--- src/rtl/kmds_pkg.sv ---
// Shared types, constants and functions for the key matrix debounce scanner.
package kmds_pkg;

    localparam int NUM_ROWS      = 6;
    localparam int NUM_COLS      = 10;
    localparam int POWER_KEY_BIT = 60;
    localparam int ROW_STRIDE    = 10;
    localparam int MASK_BITS     = 64;

    typedef struct packed {
        logic [2:0] row_index;
        logic [9:0] column_levels;
        logic       power_level;
    } t_kmds_in;

    typedef struct packed {
        logic [63:0] scan_mask;
        logic        key_valid;
        logic [5:0]  key_number;
    } t_kmds_out;

    // Result of one processed row reading
    typedef struct packed {
        logic      valid;
        t_kmds_out data;
    } t_kmds_res;

    // Status of the result buffer seen by the top level
    typedef struct packed {
        logic room;
    } t_kmds_buf_st;

    // Lowest set bit of a 64-bit word: pick the lowest nonzero byte, then the bit in it.
    function automatic logic [5:0] lowest_bit(input logic [63:0] v);
        logic [2:0] grp;
        logic [2:0] bit_pos;
        logic [7:0] byte_sel;
        logic       found_g;
        logic       found_b;
        grp      = 3'd0;
        bit_pos  = 3'd0;
        found_g  = 1'b0;
        found_b  = 1'b0;
        for (int g = 0; g < 8; g++) begin
            if (!found_g && (v[g*8 +: 8] != 8'd0)) begin
                grp     = 3'(g);
                found_g = 1'b1;
            end
        end
        byte_sel = v[{grp, 3'b000} +: 8];
        for (int b = 0; b < 8; b++) begin
            if (!found_b && byte_sel[b]) begin
                bit_pos = 3'(b);
                found_b = 1'b1;
            end
        end
        return {grp, bit_pos};
    endfunction

endpackage

--- src/rtl/kmds_core.sv ---
// Scan accumulation, pairwise debounce and new-press detection.
module kmds_core (
    input  logic             i_clk,
    input  logic             i_rst_n,
    input  logic             i_fire,
    input  kmds_pkg::t_kmds_in i_data,
    output kmds_pkg::t_kmds_res o_res
);

    logic [63:0] r_acc,   n_acc;
    logic [63:0] r_first, n_first;
    logic        r_phase, n_phase;
    logic [63:0] r_held,  n_held;

    logic [63:0] row_mask;
    logic [63:0] scan;
    logic [63:0] stable;
    logic [63:0] fresh;
    logic [6:0]  pos;
    logic        row_ok;
    logic        last_row;

    always_comb begin
        row_mask = 64'd0;
        for (int c = 0; c < kmds_pkg::NUM_COLS && c < kmds_pkg::ROW_STRIDE; c++) begin
            pos = 7'(int'(i_data.row_index) * kmds_pkg::ROW_STRIDE + c);
            if (pos < 7'(kmds_pkg::MASK_BITS) && !i_data.column_levels[c]) begin
                row_mask[pos[5:0]] = 1'b1;
            end
        end
    end

    assign row_ok   = i_data.row_index < 3'(kmds_pkg::NUM_ROWS);
    assign last_row = i_data.row_index == 3'(kmds_pkg::NUM_ROWS - 1);

    always_comb begin
        scan = r_acc | row_mask;
        if (!i_data.power_level) begin
            scan[kmds_pkg::POWER_KEY_BIT % 64] = 1'b1;
        end
        stable = r_first & scan;
        fresh  = stable & ~r_held;

        n_acc   = r_acc;
        n_first = r_first;
        n_phase = r_phase;
        n_held  = r_held;

        o_res.valid           = 1'b0;
        o_res.data.scan_mask  = scan;
        o_res.data.key_valid  = 1'b0;
        o_res.data.key_number = 6'd0;

        if (i_fire && row_ok) begin
            if (!last_row) begin
                n_acc = r_acc | row_mask;
            end else begin
                // complete the scan and restart accumulation
                n_acc       = 64'd0;
                o_res.valid = 1'b1;
                if (!r_phase) begin
                    n_first = scan;
                    n_phase = 1'b1;
                end else begin
                    n_held  = (r_held & (r_first | scan)) | stable;
                    n_phase = 1'b0;
                    if (fresh != 64'd0) begin
                        o_res.data.key_valid  = 1'b1;
                        o_res.data.key_number = kmds_pkg::lowest_bit(fresh);
                    end
                end
            end
        end
    end

    always_ff @(posedge i_clk) begin
        if (!i_rst_n) begin
            r_acc   <= 64'd0;
            r_first <= 64'd0;
            r_phase <= 1'b0;
            r_held  <= 64'd0;
        end else begin
            r_acc   <= n_acc;
            r_first <= n_first;
            r_phase <= n_phase;
            r_held  <= n_held;
        end
    end

endmodule

--- src/rtl/kmds_out_buf.sv ---
// Two-entry result buffer that decouples the result side from the input side.
module kmds_out_buf (
    input  logic                   i_clk,
    input  logic                   i_rst_n,
    input  logic                   i_push,
    input  kmds_pkg::t_kmds_out    i_data,
    output kmds_pkg::t_kmds_buf_st o_status,
    output logic                   o_out_valid,
    input  logic                   i_out_ready,
    output kmds_pkg::t_kmds_out    o_out_data
);

    kmds_pkg::t_kmds_out r_head, n_head;
    kmds_pkg::t_kmds_out r_tail, n_tail;
    logic [1:0]          r_cnt,  n_cnt;
    logic                pop;

    assign pop         = (r_cnt != 2'd0) && i_out_ready;
    assign o_out_valid = r_cnt != 2'd0;
    assign o_out_data  = r_head;
    assign o_status.room  = r_cnt != 2'd2;

    always_comb begin
        n_head = r_head;
        n_tail = r_tail;
        n_cnt  = r_cnt;
        case (r_cnt)
            2'd0: begin
                if (i_push) begin
                    n_head = i_data;
                    n_cnt  = 2'd1;
                end
            end
            2'd1: begin
                if (i_push && pop) begin
                    n_head = i_data;
                end else if (i_push) begin
                    n_tail = i_data;
                    n_cnt  = 2'd2;
                end else if (pop) begin
                    n_cnt  = 2'd0;
                end
            end
            2'd2: begin
                // full: no push accepted, advance the tail on a pop
                if (pop) begin
                    n_head = r_tail;
                    n_cnt  = 2'd1;
                end
            end
            default: begin
                n_cnt = 2'd0;
            end
        endcase
    end

    always_ff @(posedge i_clk) begin
        if (!i_rst_n) begin
            r_cnt <= 2'd0;
        end else begin
            r_cnt <= n_cnt;
        end
    end

    always_ff @(posedge i_clk) begin
        r_head <= n_head;
        r_tail <= n_tail;
    end

endmodule

--- src/rtl/key_matrix_debounce_scanner_unit.sv ---
// Top level of the key matrix debounce scanner.
// Takes one row reading per transaction and accepts a new one every cycle while
// the output buffer has room. Each reading is registered, then processed in a
// single pass (row mask, scan completion, pairwise debounce and lowest-new-key
// encode) whose result lands in a two-entry output buffer; only a reading of the
// last row yields a result. The output buffer lets readings keep flowing while
// one result waits to be taken. Readings with an out-of-range row index are
// dropped without a result.
module key_matrix_debounce_scanner_unit (
    input  logic                i_clk,
    input  logic                i_rst_n,
    input  logic                i_in_valid,
    output logic                o_in_ready,
    input  kmds_pkg::t_kmds_in  i_in_data,
    output logic                o_out_valid,
    input  logic                i_out_ready,
    output kmds_pkg::t_kmds_out o_out_data
);

    logic                   r_in_valid, n_in_valid;
    kmds_pkg::t_kmds_in     r_in_data;
    kmds_pkg::t_kmds_buf_st buf_st;
    kmds_pkg::t_kmds_res    res;
    logic                   accept;
    logic                   fire;

    assign fire       = r_in_valid && buf_st.room;
    assign o_in_ready = !r_in_valid || buf_st.room;
    assign accept     = i_in_valid && o_in_ready;

    always_comb begin
        n_in_valid = r_in_valid;
        if (accept) begin
            n_in_valid = 1'b1;
        end else if (fire) begin
            n_in_valid = 1'b0;
        end
    end

    always_ff @(posedge i_clk) begin
        if (!i_rst_n) begin
            r_in_valid <= 1'b0;
        end else begin
            r_in_valid <= n_in_valid;
        end
    end

    always_ff @(posedge i_clk) begin
        if (accept) begin
            r_in_data <= i_in_data;
        end
    end

    kmds_core u_core (
        .i_clk   (i_clk),
        .i_rst_n (i_rst_n),
        .i_fire  (fire),
        .i_data  (r_in_data),
        .o_res   (res)
    );

    kmds_out_buf u_out_buf (
        .i_clk       (i_clk),
        .i_rst_n     (i_rst_n),
        .i_push      (res.valid),
        .i_data      (res.data),
        .o_status    (buf_st),
        .o_out_valid (o_out_valid),
        .i_out_ready (i_out_ready),
        .o_out_data  (o_out_data)
    );

    // A result is only produced when the buffer has room for it
    a_push_room: assert property (@(posedge i_clk) disable iff (!i_rst_n)
        res.valid |-> buf_st.room)
        else $error("result pushed into a full buffer");

    // An accepted reading is held in the input register on the next cycle
    a_accept_held: assert property (@(posedge i_clk) disable iff (!i_rst_n)
        accept |=> r_in_valid)
        else $error("accepted reading lost");

    // No new press reported means key number zero
    a_no_key_zero: assert property (@(posedge i_clk) disable iff (!i_rst_n)
        (o_out_valid && !o_out_data.key_valid) |-> (o_out_data.key_number == 6'd0))
        else $error("key number set without a new press");

    // A reported press is present in the scan it is reported with
    a_key_in_scan: assert property (@(posedge i_clk) disable iff (!i_rst_n)
        (o_out_valid && o_out_data.key_valid) |->
            o_out_data.scan_mask[o_out_data.key_number])
        else $error("reported key missing from scan mask");

endmodule

--- config.mk ---
export PLATFORM = sky130hd
export DESIGN_NAME = key_matrix_debounce_scanner_unit
export DESIGN_NICKNAME = d
export VERILOG_FILES = /design/src/rtl/kmds_pkg.sv /design/src/rtl/kmds_core.sv /design/src/rtl/kmds_out_buf.sv /design/src/rtl/key_matrix_debounce_scanner_unit.sv
export SDC_FILE = /design/constraint.sdc
export NUM_CORES = 1
export LEC_CHECK = 0
export CAP_MARGIN = 5
export CORE_AREA = 3 3 183 185
export DETAILED_ROUTE_END_ITERATION = 16
export DIE_AREA = 0 0 186 188
export DONT_BUFFER_PORTS = 1
export PLACE_DENSITY = 0.75
export SETUP_SLACK_MARGIN = 0.02
export SYNTH_ARGS = -nofsm -noshare
export SYNTH_HDL_FRONTEND = slang
export SYNTH_HIERARCHICAL = 1
export SYNTH_SLANG_ARGS = --single-unit
--- constraint.sdc ---
create_clock -name i_clk -period 9.45 [get_ports i_clk]
set_clock_uncertainty 0.05 [all_clocks]
set_input_delay 2.835 -clock i_clk [delete_from_list [all_inputs] [get_ports i_clk]]
set_output_delay 2.835 -clock i_clk [all_outputs]
set_load 0.05 [all_outputs]
# [After elaboration in Yosys (flattened, before gate mapping)]
# Cells that the tools add are included.
[totals] reg_bits=352 latchBits=0 ram_bits=0 mem_bits_ro=0 inputBits=18 out_inout_bits=73 wordCells=307 n_memories=0
[classes] addsub=9 n_mul=1 div_mod_pow=0 n_lt_le_gt_ge=31 n_eq_ne=9 shift=1 n_mux=139 n_bitwise=18 n_reduce_logical=84
[op_table] cell="64-bit bitwise OR" count=11
[op_table] cell="64-bit 2-to-1 mux" count=10
[op_table] cell="71-bit 2-to-1 mux" count=3
[op_table] cell="71-bit one-hot mux with 3 select lines" count=1
[op_table] cell="64-bit AND" count=3
[op_table] cell="1-bit 2-to-1 mux" count=88
[op_table] cell="6-bit by 7-bit < comparator with 1-bit output (second input constant)" count=10
[op_table] cell="7-bit < comparator (second input constant)" count=10
[op_table] cell="64-bit NOT" count=1
[op_table] cell="63-bit by 64-bit bitwise OR with 64-bit output" count=1
[op_table] cell="64-bit nonzero test" count=1
[op_table] cell="8-bit nonzero test" count=8
[op_table] cell="64-bit by 7-bit indexed part select with 8-bit output" count=1
[op_table] cell="63-bit 2-to-1 mux" count=1
[op_table] cell="6-bit by 1-bit greater-or-equal comparator with 1-bit output (second input constant)" count=10
[op_table] cell="1-bit demux with 6-bit select" count=9
[op_table] cell="1-bit logical AND" count=39
[op_table] cell="3-bit 2-to-1 mux" count=12
[op_table] cell="7-bit by 4-bit adder with 7-bit output (second input constant)" count=4
[op_table] cell="7-bit 2-to-1 mux" count=4
[op_table] cell="1-bit zero test" count=25
[op_table] cell="2-bit 2-to-1 mux" count=9
[op_table] cell="7-bit by 3-bit adder with 7-bit output (second input constant)" count=2
[op_table] cell="7-bit by 5-bit adder with 7-bit output (second input constant)" count=2
[op_table] cell="other kinds (19)" count=27

# [Logic depth before layout (Yosys ltp)]
[logic_depth] word_depth=140 depth_mapped=28 mapped_depth_nobuf=20

# [Cells and area by module]
# The synthesis kept the hierarchy.
[by_module_without_submodules] module="kmds_core" n_inst=1 cells_per_inst=1727 area_each_um2=12924.9 seq_area_each_um2=3863.7
[by_module_without_submodules] module="kmds_out_buf" n_inst=1 cells_per_inst=236 area_each_um2=5607.9 seq_area_each_um2=4304.1
[by_module_without_submodules] module="key_matrix_debounce_scanner_unit" n_inst=1 cells_per_inst=20 area_each_um2=485.5 seq_area_each_um2=440.4

# [Worst setup path before layout]
# OpenSTA, ideal clock, no wires.
[synth_timing] path_type="input to register" start="input port i_out_ready" end="register u_out_buf.r_head (netlist bit u_out_buf/o_out_data[0]) (enable)" setup_ns=0.598 arrival_time_ns=7.888 required_ns=8.802 slack_ns=0.914 stages=2 n_path_buf=0 cell_sequence="nand2_1 -> o21ai_0"
[synth_via] elab_chain_cells=4 elab_cells_between_ends=5 classes_between="2 x eq/ne; 3 x reduce/logical"
[synth_rtl] item="from (decl)" line_no="key_matrix_debounce_scanner_unit.sv:16" source="input logic i_out_ready,"
[synth_rtl] item="1-bit logical AND (*)" line_no="kmds_out_buf.sv:18" source="assign pop = (r_cnt != 2'd0) && i_out_ready;"
[synth_rtl] item="1-bit logical AND" line_no="kmds_out_buf.sv:35" source="if (i_push && pop) begin"
[synth_rtl] item="2-bit by 1-bit != test with 1-bit output (no line)"
[synth_rtl] item="4-bit AND reduction (no line) (*)"
[synth_rtl] item="to (signal assigned)" line_no="kmds_out_buf.sv:66" source="r_head <= n_head;"
[synth_rtl] item="to (decl)" line_no="kmds_out_buf.sv:13" source="kmds_pkg::t_kmds_out r_head, n_head;"
# Every way passes the cells marked *; elsewhere a longest branch is shown, timed or not.
# A chain may end at the register's enable or synchronous reset.

==> flow_summary.json <==
{
  "synth_edf_count": 156,
  "slew-limit-headroom_pct": 10.4,
  "hold_violations": 0,
  "dieArea_um2": 35000,
  "ys_seq_area_share_pct": 45.3,
  "fp.coreArea_um2": 32200,
  "via_per_inst": 7.23,
  "synth_cell_types": 118,
  "cts_hold_buf": 0,
  "power.leakage_nw": 7.80,
  "worstSkewPairLatency_ns": 0.54,
  "whs_path_depth": 2,
  "rsz0062_at_grt": "no",
  "overflow": 0,
  "io_pins": 91,
  "post-cts-setup-buffers": 0,
  "cts.reportedPaths.clkPinSlew_ns": 0.06,
  "critPathKind": "reg -> reg",
  "cts_tree": "yes",
  "sw_frac_of_total_pct": 28.1,
  "critPathCaptureType": "register",
  "cp_data_arrival_time_ns": 8.41,
  "ctsRootBufferMaster": "clkbuf_16",
  "netlist_area_um2": 19000,
  "die_y_um": 188,
  "dieWidth_um": 186,
  "first_iter_violations": 2440,
  "synth.net_count": 2007,
  "wl_um": 73200,
  "p_seq_share_pct": 45.0,
  "crit_required_ns": 9.82,
  "drc": 0,
  "final_nets": 1967,
  "htreeDepth": 2,
  "finalSetupViolCount": 0,
  "hpwl_um": 51600,
  "area_delta_synth_final_pct": 8.11,
  "grt_first_pass_wirelength_um": 107000,
  "combPwrFrac_pct": 14.7,
  "cts.sinks": 352,
  "yosysWarnings": 6,
  "track_usage_pct": 40.7,
  "power_w": 0.00365,
  "fmax_mhz": 124,
  "syn_inst": 1983,
  "cts.repair.resized": 0,
  "cp-start-kind": "register",
  "hp-class": "reg -> reg",
  "initial_core_util_pct": 59.1,
  "post-route-period-util_pct": 85.1,
  "cts_buffer_depth": 3,
  "crit_fanout": 33,
  "antenna_found_initial": 2,
  "drtPass1Iterations": 7,
  "final_layout_size_suffix_gt1_share_pct": 13.2,
  "p_per_area_nw_per_um2": 177,
  "clkPwrFrac_pct": 40.4,
  "routedWlPerCell_um": 30.7,
  "portBuffers": 0,
  "netSwitchingPower_w": 0.00102,
  "num_vias": 17200,
  "grt_pass1_vias": 16500,
  "max_cap_viol_count": 0,
  "grt_max_degree": 134,
  "synth-seq-cells": 352,
  "worst_pin_slew_ns": 1.34,
  "synthArstFlopShare_pct": 0,
  "peakVddDrop_v": 0.000177,
  "synth_ff_type": "dfxtp_1",
  "rows": 66,
  "antenna_left": 0,
  "syn-mean-instance-area_um2": 9.59,
  "rr_worst_depth": 18,
  "p_int_w": 0.00262,
  "drv_slew": 0,
  "outcome": "complete, no violations",
  "finalCriticalPeriod_ns": 8.05,
  "gp_congestion": 1.04,
  "numCtsBuffers": 37,
  "fillers": 2517,
  "finalSetupTns_ns": 0
}
-- kinds of logic (layout without fill, tap and decap cells) --
logic type	after synthesis	count (layout)	share of synthesized area, %
other cells	0	4	0
simple gates	691	691	18.7
xor+xnor	10	10	0.816
compound gates	615	615	23.2
flops	352	352	45.3
buf+inv	233	222	5.81
mux	76	76	5.82
fa+ha+maj	6	6	0.395
-- power groups by stage --
stage	sequential (W)	clock, W	combinational, W
2_1_floorplan	0.00167	0	0.000331
3_3_place_gp	0.00167	0	0.000504
3_5_place_dp	0.00167	0	0.000505
4_1_cts	0.00164	0.00149	0.000508
5_1_grt	0.00164	0.00154	0.000549
6_report	0.00164	0.00147	0.000536
-- layout make-up --
cell class              instances  area [um2]  share of cell area [%]
flip-flops and latches        352        8610                    41.9
well taps                     408         510                    2.48
multi-input cells            1398        9390                    45.7
inverters                      92         348                    1.69
diodes                          4        10.0                  0.0487
clock inverters                14         149                   0.724
clock buffers                  54        1080                    5.26
repair buffers                 62         465                    2.26
-- per-layer routing --
layer  global-route usage [%]  up-vias  share of wire (%)
met4                     20.8        2                6.2
met5                        0        -              0.018
met2                     61.2     1232                 43
met3                     9.99      295                 11
met1                     54.5     8366                 39
li1                         -     7331                  -
-- cell usage after synthesis (all sizes together) (17+ instances only) --
cell type	count	area, um2
dfxtp	196	3920
nor3	120	606
o311ai	17	156
a21boi	70	529
inv	90	340
buf	65	472
nor2	202	766
nand2b	30	195
nor4	23	156
nor2b	31	196
nor3b	20	155
nand4	20	125
o22ai	21	145
o21ai	187	936
a21oi	68	348
edfxtp	156	4680
a211oi	29	233
nand3	29	150
nand2	120	450
o211a	61	611
clkbuf	76	285
mux2	72	1070
-- flip-flops by register name, summed over array words and instances (netlist names) --
register / count
r_in_valid: 1
u_out_buf/r_tail: 71
u_core/r_phase: 1
u_core/r_acc: 64
r_in_data: 14
u_core/r_first: 64
u_out_buf/o_out_data: 71
u_out_buf/r_cnt: 2
u_core/r_held: 64
-- metrics by stage --
step	util (%)	hold slack (ns)	std cells	setup slack (ns)	instance area, um2
detailed placement	60.0	0.429	2312	1.72	19300
global placement	60.0	0.407	2312	1.75	19300
CTS	63.8	0.435	2380	1.70	20500
finish	63.8	0.441	2384	1.40	20600
global route	63.8	0.457	2380	1.20	20500
floorplan	-	0.400	1983	0.914	19000
-- final timing paths --
check	startpoint	endpoint	slack [ns]
setup / recovery	r_in_data[11]$_DFFE_PP_	u_out_buf/o_out_data[2]$_DFFE_PP_	1.40
hold reg to reg	u_core/r_held[21]$_SDFFE_PN0P_	u_core/r_held[21]$_SDFFE_PN0P_	0.44
hold / removal	u_core/r_held[21]$_SDFFE_PN0P_	u_core/r_held[21]$_SDFFE_PN0P_	0.44
setup reg to reg	r_in_data[11]$_DFFE_PP_	u_out_buf/o_out_data[2]$_DFFE_PP_	1.40
-- layout by cell type, fill, tap and decap left out, drive strengths merged, types with 11 or more instances in the layout --
| cell type | instances |
|---|---|
| mux2 | 72 |
| or3 | 11 |
| a211oi | 29 |
| nand2 | 120 |
| nor2 | 202 |
| inv | 92 |
| edfxtp | 156 |
| o22ai | 21 |
| nand4 | 20 |
| nand3 | 29 |
| and2 | 16 |
| a21boi | 70 |
| o21ai | 187 |
| o211a | 61 |
| and3 | 11 |
| o221ai | 14 |
| buf | 62 |
| o41ai | 13 |
| clkbuf | 54 |
| a31oi | 16 |
| nand2b | 30 |
| a21oi | 68 |
| o211ai | 15 |
| nor3b | 20 |
| nor2b | 31 |
| o311ai | 17 |
| clkinv | 11 |
| nor4 | 23 |
| nor3 | 120 |
| or2 | 12 |
| dfxtp | 196 |
-- critical path: stages, from the launching register on --
cell      delay [ns]
edfxtp_1        0.35
buf_4           0.25
ha_1            0.58
ha_1            0.56
xnor2_2         0.84
buf_4           0.35
nor2_1          0.08
o32ai_2         0.80
nor2_1          0.25
o41ai_1         0.81
o2111a_1        0.32
and2_1          0.16
o21ai_1         0.12
a22oi_1         0.96
mux2i_1         0.28
o22ai_1         0.09
or3_1           0.38
nor4_1          0.43
mux2_4          0.23
No activity file was read; power rests on OpenSTA's default activity.
